<file path="config.mk">
export PLATFORM = sky130hd
export DESIGN_NAME = pcg_cmd_fifo
export DESIGN_NICKNAME = d
export VERILOG_FILES = /design/src/design/pcg_pkg.sv /design/src/design/pcg_cmd_fifo.sv
export SDC_FILE = /design/constraint.sdc
export NUM_CORES = 1
export LEC_CHECK = 0
export ABC_AREA = 1
export ABC_CLOCK_PERIOD_IN_PS = 2900
export BUFFER_PORTS_ARGS = -buffer_cell sky130_fd_sc_hd__buf_2
export CAP_MARGIN = 0
export CORE_ASPECT_RATIO = 0.7
export CORE_UTILIZATION = 52
export DETAILED_ROUTE_END_ITERATION = 12
export PLACE_DENSITY = 0.78
export SLEW_MARGIN = 20
export SYNTH_ARGS = -nofsm -noshare
export SYNTH_HDL_FRONTEND = slang
export SYNTH_SLANG_ARGS = --single-unit
</file>
<file path="constraint.sdc">
create_clock -name clk -period 2.9 [get_ports clk]
set_clock_uncertainty 0.15 [all_clocks]
set_input_delay 0.145 -clock clk [delete_from_list [all_inputs] [get_ports clk]]
set_output_delay 0.145 -clock clk [all_outputs]
set_load 0.005 [all_outputs]
</file>
<file path="src/design/pcg_pkg.sv">
// Shared types and constants for the path component generation table.
package pcg_pkg;

  localparam int KEY_W  = 32;
  localparam int BYTE_W = 8;
  localparam int CMD_QUEUE_DEPTH = 2;

  localparam logic [KEY_W-1:0] FNV_BASIS = 32'h811C_9DC5;
  localparam logic [KEY_W-1:0] FNV_PRIME = 32'h0100_0193;

  localparam logic [BYTE_W-1:0] CH_SLASH   = 8'h2F;
  localparam logic [BYTE_W-1:0] CH_BSLASH  = 8'h5C;
  localparam logic [BYTE_W-1:0] CH_COLON   = 8'h3A;
  localparam logic [BYTE_W-1:0] CH_UPPER_A = 8'h41;
  localparam logic [BYTE_W-1:0] CH_UPPER_Z = 8'h5A;
  localparam logic [BYTE_W-1:0] CASE_FOLD  = 8'h20;

  typedef enum logic [1:0] {
    KIND_HASH      = 2'd0,
    KIND_HASH_BUMP = 2'd1,
    KIND_READ      = 2'd2,
    KIND_BUMP      = 2'd3
  } kind_t;

  typedef struct packed {
    kind_t             kind;
    logic [BYTE_W-1:0] path_byte;
    logic              last;
    logic [KEY_W-1:0]  lookup_key;
  } req_t;

  typedef struct packed {
    logic [KEY_W-1:0] component_key;
    logic [KEY_W-1:0] generation;
  } rsp_t;

  typedef struct packed {
    logic [KEY_W-1:0] key;
    logic             bump;
  } cmd_t;

endpackage

</file>
<file path="src/design/pcg_cmd_fifo.sv">
// Short command queue between front and back.
module pcg_cmd_fifo (
  input  logic          clk,
  input  logic          rst,
  input  logic          push,
  input  pcg_pkg::cmd_t push_cmd,
  input  logic          pop,
  output pcg_pkg::cmd_t head,
  output logic          valid,
  output logic          full
);

  localparam int DEPTH = pcg_pkg::CMD_QUEUE_DEPTH;
  localparam int PTR_W = $clog2(DEPTH);
  localparam int CNT_W = $clog2(DEPTH + 1);
  localparam logic [PTR_W-1:0] LAST_PTR = PTR_W'(DEPTH - 1);

  pcg_pkg::cmd_t    entries [DEPTH];
  logic [PTR_W-1:0] wr_ptr;
  logic [PTR_W-1:0] rd_ptr;
  logic [CNT_W-1:0] count;

  assign head  = entries[rd_ptr];
  assign valid = (count != '0);
  assign full  = (count == CNT_W'(DEPTH));

  always_ff @(posedge clk) begin
    if (push) begin
      entries[wr_ptr] <= push_cmd;
    end
  end

  always_ff @(posedge clk) begin
    if (rst) begin
      wr_ptr <= '0;
      rd_ptr <= '0;
      count  <= '0;
    end else begin
      if (push) begin
        wr_ptr <= (wr_ptr == LAST_PTR) ? '0 : wr_ptr + 1'b1;
      end
      if (pop) begin
        rd_ptr <= (rd_ptr == LAST_PTR) ? '0 : rd_ptr + 1'b1;
      end
      if (push && !pop) begin
        count <= count + 1'b1;
      end else if (pop && !push) begin
        count <= count - 1'b1;
      end
    end
  end

endmodule

</file>
==> reports/qor.csv <==
stage,metric,value,unit
min_path,min_path_cells,2,
route,dr.pass1.iters,4,
layout,final_cell_area,3750,µm²
power_and_ir_drop,ir_drop,0.4281,mV
worst_setup_path,cp.depth,3,
clocking,post_cts_buffers,0,
placement,io_buffer_count,71,
global_routing,grt_max_degree,34,
placement,placed_area,3158,µm²
layout,seqCellArea,2083,µm²
worst_setup_path,cp.arrival,1900,ps
route,avgViaCountPerCell,4.697,
synthesis,synth_area,2764,µm²
run_status,status,"complete, no violations",
sta,relSlewSlack,35.38,%
sta,fin_tns_setup,0,ps
global_routing,grt_overflow_total,0,
placement,placedCellCount,274,
clocking,cts-resized-gates,0,
power_and_ir_drop,p_leak,1.541,nW
floorplan,core,4940,µm²
sta,setup_violations,0,
route,drc,0,
route,postRouteAntennaNets,0,
sta,worstMarginPinSlew,967.0,ps
worst_setup_path,cp_slowest_cell,dfxtp_2,
clocking,cts_tree,yes,
route,routed_wl,4.738,mm
synthesis,synth_seq_cells,71,
placement,dp_slack,1049,ps
clocking,clk_pin_slew_worst_paths,70,ps
global_routing,grt.total_usage,18.84,%
clocking,cts_buffer_depth,2,
floorplan,fp.dieW,89.14,µm
layout,drive_gt1_share,48.06,%
layout,multi_input_area,584.3,µm²
floorplan,ios,72,
sta,slew_viol_final,0,
layout,layout_common_cells,"buf_2, edfxtp_1, dlygate4sd3_1, mux2_4",
clocking,clk_latency,340,ps
worst_setup_path,worst-path-buf-inv,2,
clocking,cts_buffers,9,
synthesis,synth_cell_types,16,
layout,layout_commonest_cell,buf_2,
placement,gp_congestion,0.6986,
global_routing,grt_pass1_wl,7.376,mm
floorplan,start_util,55.95,%
clocking,root_buffer,clkbuf_8,
clocking,holdBufCountCts,37,
floorplan,rows,21,
sta,rsz0062_at_grt,no,
worst_setup_path,crit_path_max_fanout,18,
worst_setup_path,setup.worst_path.class,register to output port,
sta,period_minus_slack,2196,ps
layout,utilization,75.91,%
layout,finalNonFillerCells,327,
floorplan,die_h,63.00,µm
sta,max_freq,455.4,MHz
worst_setup_path,crit_required,2610,ps
worst_setup_path,crit_chain,buf_4 > mux2_4 > buf_2,
route,wl_per_cell,14.49,µm
global_routing,antenna_found_initial,0,
synthesis,synthesis.nets,174,
sta,holdWs,382.5,ps
worst_setup_path,cp-start-kind,register,
route,drt_iter0_drc,59,
synthesis,ys_warn_count,0,
worst_setup_path,worstSetupEndpointType,output port,
layout,nets,291,
route,vias,1536,
sta,fin_crit_sh,75.73,%
synthesis,synth_cells,136,
placement,dp_hpwl,2.771,mm
worst_setup_path,critPathTopFamily,flip-flops,
power_and_ir_drop,totalPowerFinal,2.335,mW
global_routing,grt_pass1_vias,1561,
sta,hold_violations,0,
worst_setup_path,r2r_cells,1,
layout,fillers,316,
clocking,htree_levels,3,
layout,syn_to_final_growth,35.67,%
min_path,hp-class,primary input to register,
floorplan,die_area,5615,µm²
synthesis,synth-seq-area-share,75.33,%
synthesis,syn_avg_cell_area,20.32,µm²
worst_setup_path,crit_path_max_incr_delay,680,ps
layout,diodes,0,
sta,finalWorstSetupSlack,703.9,ps
job,maxCapViolations,0,
power_and_ir_drop,powerDensity,622.7,nW/µm²
clocking,cts_sinks,71,
==> kinds of logic (layout without fill, tap and decap cells) <==
| group | Yosys count | in the layout | share of synthesized area (%) |
|---|---|---|---|
| AOI/OAI and AO/OA | 2 | 2 | 0.3618 |
| xor gates and xnor gates | 1 | 1 | 0.3169 |
| DFF | 71 | 71 | 75.33 |
| buffers and inverters | 13 | 135 | 3.803 |
| adders and majority gates | 1 | 1 | 0.4526 |
| and+or+nand+nor | 15 | 15 | 2.218 |
| muxes | 33 | 33 | 17.52 |
==> final cells by class <==
| type | instances | share of cell area (%) |
|---|---|---|
| multi-input combinational | 52 | 15.58 |
| tap | 69 | 2.302 |
| inverter | 9 | 0.9009 |
| timing repair buffer | 110 | 19.75 |
| clock buffer | 9 | 3.303 |
| sequential | 71 | 55.56 |
| clock inverter | 7 | 2.603 |
==> sequential cells by signal, summed over array words and instances, names as in the netlist, named ones only <==
| signal | cells |
|---|---|
| wr_ptr | 1 |
| entries | 66 |
| rd_ptr | 1 |
| count | 2 |
==> routing by layer <==
metal	up-vias	GRT usage, %	share of wire, %	wire, µm
li1	742	-	-	-
met1	726	22.08	43	2052
met2	64	31.49	49	2313
met3	4	8.719	7.0	333
met4	0	4.365	0.80	38
met5	-	0	0	0
==> where the power goes <==
part / internal [mW] / switching [mW] / leakage [nW]
registers: 1.18 / 0.0281 / 0.661
clock network: 0.485 / 0.363 / 0.105
logic: 0.168 / 0.109 / 0.774
total: 1.84 / 0.499 / 1.54
==> cell usage after synthesis <==
library cell,count,share of area (%)
ha_1,1,0.45
edfxtp_1,66,72
nand4_1,1,0.23
nand3_1,1,0.18
mux2_4,30,16
xnor2_1,1,0.32
mux2_2,3,1.2
buf_12,3,2.2
nor2_1,6,0.81
inv_1,9,1.2
buf_6,1,0.41
nand2_1,6,0.81
a21oi_1,1,0.18
nor3_1,1,0.18
o21ai_0,1,0.18
dfxtp_1,5,3.6
==> path summary, 6_finish.rpt <==
check                   startpoint                       end  slack (ps)
min                   push_cmd[19]  entries[0][19]$_DFFE_PP_         380
min reg2reg  count[0]$_SDFFE_PP0P_     count[0]$_SDFFE_PP0P_         400
max                       register                  head[29]         700
max reg2reg    wr_ptr$_SDFFE_PP0P_  entries[0][20]$_DFFE_PP_        1240
Power figures use the tool's default switching activity.
