$ cat config.mk
export PLATFORM = sky130hd
export DESIGN_NAME = pcg_front
export DESIGN_NICKNAME = d
export VERILOG_FILES = /design/src/design/pcg_pkg.sv /design/src/design/pcg_front.sv
export SDC_FILE = /design/constraint.sdc
export NUM_CORES = 1
export LEC_CHECK = 0
export BUFFER_PORTS_ARGS = -buffer_cell sky130_fd_sc_hd__buf_2
export CORE_ASPECT_RATIO = 1.2
export CORE_MARGIN = 2
export CORE_UTILIZATION = 65
export CTS_BUF_LIST = sky130_fd_sc_hd__clkbuf_8
export DETAILED_ROUTE_END_ITERATION = 10
export HOLD_SLACK_MARGIN = 0.12
export PLACE_DENSITY = 0.93
export SLEW_MARGIN = 40
export SYNTH_ARGS = -nofsm -noshare
export SYNTH_HDL_FRONTEND = slang
export SYNTH_SLANG_ARGS = --single-unit
$ cat constraint.sdc
create_clock -name clk -period 14.14 [get_ports clk]
set_input_delay 2.121 -clock clk [delete_from_list [all_inputs] [get_ports clk]]
set_output_delay 2.121 -clock clk [all_outputs]
set_load 0.02 [all_outputs]
$ cat src/design/pcg_pkg.sv
// Shared types and constants for the path component generation table.
package pcg_pkg;

  localparam int KEY_W  = 32;
  localparam int BYTE_W = 8;
  localparam int CMD_QUEUE_DEPTH = 2;

  localparam logic [KEY_W-1:0] FNV_BASIS = 32'h811C_9DC5;
  localparam logic [KEY_W-1:0] FNV_PRIME = 32'h0100_0193;

  localparam logic [BYTE_W-1:0] CH_SLASH   = 8'h2F;
  localparam logic [BYTE_W-1:0] CH_BSLASH  = 8'h5C;
  localparam logic [BYTE_W-1:0] CH_COLON   = 8'h3A;
  localparam logic [BYTE_W-1:0] CH_UPPER_A = 8'h41;
  localparam logic [BYTE_W-1:0] CH_UPPER_Z = 8'h5A;
  localparam logic [BYTE_W-1:0] CASE_FOLD  = 8'h20;

  typedef enum logic [1:0] {
    KIND_HASH      = 2'd0,
    KIND_HASH_BUMP = 2'd1,
    KIND_READ      = 2'd2,
    KIND_BUMP      = 2'd3
  } kind_t;

  typedef struct packed {
    kind_t             kind;
    logic [BYTE_W-1:0] path_byte;
    logic              last;
    logic [KEY_W-1:0]  lookup_key;
  } req_t;

  typedef struct packed {
    logic [KEY_W-1:0] component_key;
    logic [KEY_W-1:0] generation;
  } rsp_t;

  typedef struct packed {
    logic [KEY_W-1:0] key;
    logic             bump;
  } cmd_t;

endpackage

$ cat src/design/pcg_front.sv
// Front end: path hashing and command classification.
module pcg_front (
  input  logic          clk,
  input  logic          rst,
  input  logic          accept,
  input  pcg_pkg::req_t req,
  output logic          push,
  output pcg_pkg::cmd_t push_cmd
);

  logic [pcg_pkg::KEY_W-1:0]  running_hash, running_hash_next;
  logic [pcg_pkg::KEY_W-1:0]  hash_before_seps, hash_before_seps_next;
  logic                       in_sep_run, in_sep_run_next;
  logic [pcg_pkg::BYTE_W-1:0] folded;
  logic                       hashing;
  logic [pcg_pkg::KEY_W-1:0]  path_key;

  always_comb begin
    running_hash_next     = running_hash;
    hash_before_seps_next = hash_before_seps;
    in_sep_run_next       = in_sep_run;
    folded                = req.path_byte;
    if (req.path_byte inside {[pcg_pkg::CH_UPPER_A:pcg_pkg::CH_UPPER_Z]}) begin
      folded = req.path_byte + pcg_pkg::CASE_FOLD;
    end
    if (req.path_byte == pcg_pkg::CH_SLASH || req.path_byte == pcg_pkg::CH_BSLASH) begin
      if (!in_sep_run) begin
        hash_before_seps_next = running_hash;
      end
      in_sep_run_next   = 1'b1;
      running_hash_next = pcg_pkg::FNV_BASIS;
    end else if (req.path_byte == pcg_pkg::CH_COLON) begin
      in_sep_run_next   = 1'b0;
      running_hash_next = pcg_pkg::FNV_BASIS;
    end else begin
      running_hash_next = (running_hash ^ {{(pcg_pkg::KEY_W-pcg_pkg::BYTE_W){1'b0}}, folded})
                          * pcg_pkg::FNV_PRIME;
      in_sep_run_next   = 1'b0;
    end
    path_key = in_sep_run_next ? hash_before_seps_next : running_hash_next;
  end

  assign hashing = (req.kind == pcg_pkg::KIND_HASH) || (req.kind == pcg_pkg::KIND_HASH_BUMP);
  assign push    = accept && (!hashing || req.last);
  assign push_cmd.key  = hashing ? path_key : req.lookup_key;
  assign push_cmd.bump = (req.kind == pcg_pkg::KIND_HASH_BUMP) ||
                         (req.kind == pcg_pkg::KIND_BUMP);

  always_ff @(posedge clk) begin
    if (rst) begin
      running_hash     <= pcg_pkg::FNV_BASIS;
      hash_before_seps <= pcg_pkg::FNV_BASIS;
      in_sep_run       <= 1'b0;
    end else if (accept && hashing) begin
      if (req.last) begin
        running_hash     <= pcg_pkg::FNV_BASIS;
        hash_before_seps <= pcg_pkg::FNV_BASIS;
        in_sep_run       <= 1'b0;
      end else begin
        running_hash     <= running_hash_next;
        hash_before_seps <= hash_before_seps_next;
        in_sep_run       <= in_sep_run_next;
      end
    end
  end

endmodule

==> impl_metrics.env <==
export IMPL_final_area_sq_um=9923
export IMPL_clock_sinks=65
export IMPL_htree_levels=3
export IMPL_grt_max_degree=77
export IMPL_clock_latency_ps=370
export IMPL_place_inst=1276
export IMPL_setup_tns_ps=0
export IMPL_die_h_um=134.4
export IMPL_dp_hpwl_um=20070
export IMPL_fmax_mhz=89.28
export IMPL_synthTopCellsByArea="ha_1 25%, fa_1 16%, dfxtp_1 14%"
export IMPL_io_buffers=77
export IMPL_synthAdderAreaFrac_pct=41.51
export IMPL_synth_seq_cells=65
export IMPL_drt_initial_drc_count=869
export IMPL_timing_final_crit_share_pct=79.22
export IMPL_outcome="finished clean"
export IMPL_synth_compound_area_share_pct=15.57
export IMPL_yosys_most_used_dff="dfxtp_1"
export IMPL_cts_inserted_buffers=9
export IMPL_path_class="input pin to output pin"
export IMPL_drive_gt1_share_pct=12.31
export IMPL_worstPathMaxFanout=5
export IMPL_max_stage_delay_ps=530
export IMPL_required_ps=12020
export IMPL_grt_pass1_vias=8797
export IMPL_place_area_sq_um=9736
export IMPL_routed_wirelength_um=26590
export IMPL_synth_commonest_cells="189 x inv_1, 187 x ha_1, 74 x fa_1"
export IMPL_synth_async_sr_flop_share_pct=0
export IMPL_grt_pass1_wl_um=42350
export IMPL_die_x_um=112.6
export IMPL_min_path_type="flip-flop to flip-flop"
export IMPL_io_pins=80
export IMPL_syn_num_nets=1367
export IMPL_cts_buffer_depth=2
export IMPL_synth_edf_count=0
export IMPL_synth_top_family_by_area="adder cells"
export IMPL_synthMuxAreaShare_pct=3.778
export IMPL_setup_viol=0
export IMPL_worstSetupEndpointType="output pin"
export IMPL_ant_nets=0
export IMPL_maxCapViolations=0
export IMPL_synth_xor_area_share_pct=4.172
export IMPL_synth_most_common_cell="inv_1"
export IMPL_wire_per_inst_um=20.58
export IMPL_core_region_area_sq_um=13820
export IMPL_gr_total_overflow=0
export IMPL_startpoint_type="input pin"
export IMPL_syn_cell_area_sq_um=9206
export IMPL_max_slew_margin_pct=40.69
export IMPL_vias=8364
export IMPL_worst_path_stages=26
export IMPL_die_area_sq_um=15140
export IMPL_post_route_min_period_ps=11200
export IMPL_clk_pin_slew_ps=80
export IMPL_place_congestion=0.9495
export IMPL_worst_pin_slew_ps=887.4
export IMPL_rows=47
export IMPL_hold_depth=2
export IMPL_drc=0
export IMPL_finClkSkew_ps=15.97
export IMPL_diodes=0
export IMPL_cts_setup_buffers=0
export IMPL_worstPathArrival_ps=9080
export IMPL_instances_no_fill=1292
export IMPL_path_common_cell="ha_1"
export IMPL_initial_core_util_pct=66.62
export IMPL_cp_num_buf_inv=4
export IMPL_yosysWarnings=0
export IMPL_viasPerCell=6.474
export IMPL_rr_worst_depth=19
export IMPL_rsz0062_at_grt="false"
export IMPL_critical_path_top_delay_family="adder cells"
export IMPL_root_buffer="clkbuf_8"
export IMPL_grt_use_total_pct=35.65
export IMPL_finalHoldViolations=0
export IMPL_cts_resized=0
export IMPL_synth_top_area_cell="ha_1"
export IMPL_antenna_found_initial=0
export IMPL_drtPass1Iterations=6
export IMPL_synth_seq_area_share_pct=14.13
export IMPL_yosysTopAreaCellShare_pct=25.41
export IMPL_layout_nets=1423
export IMPL_slew_viol_final=0
export IMPL_cpMaxStageDelayCell="xnor2_1"
export IMPL_syn_area_per_cell_sq_um=8.685
export IMPL_syn_inst=1060
export IMPL_area_growth_pct=7.787
export IMPL_cts_hold_buf=0
export IMPL_yosys_area_share_simple_pct=11.32
export IMPL_synth_cell_types=75
export IMPL_cts_tree="built"
[per-layer routing]
metal	global-route usage, %	part of all wire (%)	vias to the layer above
li1	-	-	3731
met1	38.70	34	3954
met2	61.61	49	490
met3	6.010	8.2	189
met4	27.30	8.3	0
met5	0	0	-
[per-stage QoR]
stage                     util [%]  setup slack, ps  hold slack, ps
after CTS                    71.75             3064           495.8
after global routing         71.81             2720           532.9
after floorplan                  -             3818           458.1
final                        71.81             2939           497.8
after global placement       70.41             3306           467.9
after detailed placement     70.45             3084           476.2
[placed cells by master, fill, tap and decap left out, types with 6 or more instances in the layout]
cell / Yosys / layout
a21oi_1: 37 / 37
mux2_2: 14 / 14
and3_1: 6 / 6
o21ai_0: 32 / 32
nand3_1: 9 / 9
inv_1: 189 / 189
mux2i_1: 19 / 19
nor2b_1: 10 / 10
buf_2: 4 / 77
nor2_1: 67 / 67
nor4_1: 6 / 6
o21a_1: 7 / 7
xnor2_1: 30 / 30
o31ai_1: 7 / 7
nor3_1: 23 / 23
clkbuf_8: 0 / 10
buf_4: 0 / 10
o22ai_1: 35 / 35
xor2_1: 12 / 11
dfxtp_1: 65 / 64
a211oi_1: 13 / 13
ha_1: 187 / 187
nand2b_1: 12 / 11
nand2_1: 57 / 57
fa_1: 74 / 74
a22oi_1: 24 / 24
a21o_1: 9 / 9
[worst reg2reg max path: stages, from the launching register on]
cell and delay [ps]:
dfxtp_1 410, xor2_1 720, ha_1 380, ha_1 330, fa_1 480, ha_1 210, fa_1 480, ha_1 290
inv_1 50, fa_1 540, inv_1 70, ha_1 370, a21oi_1 180, o21ai_0 170, a2111o_1 370, o21ai_0 360
o21ai_0 170, a211oi_1 430, nor4_1 100, a31o_2 250
[state kept, by name, summed over array words and instances, names as in the netlist]
register and flops:
in_sep_run 1, running_hash 32, hash_before_seps 32
[area by class of cell]
type	instances	area, sq um
fill	981	3896
clock inverter	6	42.54
sequential	65	1305
timing repair buffer	87	460.4
multi-input combinational	763	7051
inverter	190	713.2
clock buffer	10	137.6
tap	171	214.0
[worst paths after layout]
check                                   startpoint                                to  slack, ps
setup / recovery                           req[34]                      push_cmd[21]       2940
setup reg to reg      running_hash[3]$_SDFFE_PP0P_     running_hash[22]$_SDFFE_PP0P_       7680
hold reg to reg   hash_before_seps[8]$_SDFFE_PP1P_  hash_before_seps[8]$_SDFFE_PP1P_        500
hold / removal    hash_before_seps[8]$_SDFFE_PP1P_  hash_before_seps[8]$_SDFFE_PP1P_        500
[logic make-up after synthesis]
group                    after synthesis
adder cells (fa/ha/maj)              261
multiplexers                          33
buffers and inverters                232
flip-flops                            65
AO/OA/AOI/OAI                        211
AND/OR/NAND/NOR                      215
XOR/XNOR                              43
Power is left out: the tool's default activity adds up to more than one toggle a clock period on the data nets, which glitch-free logic cannot reach.
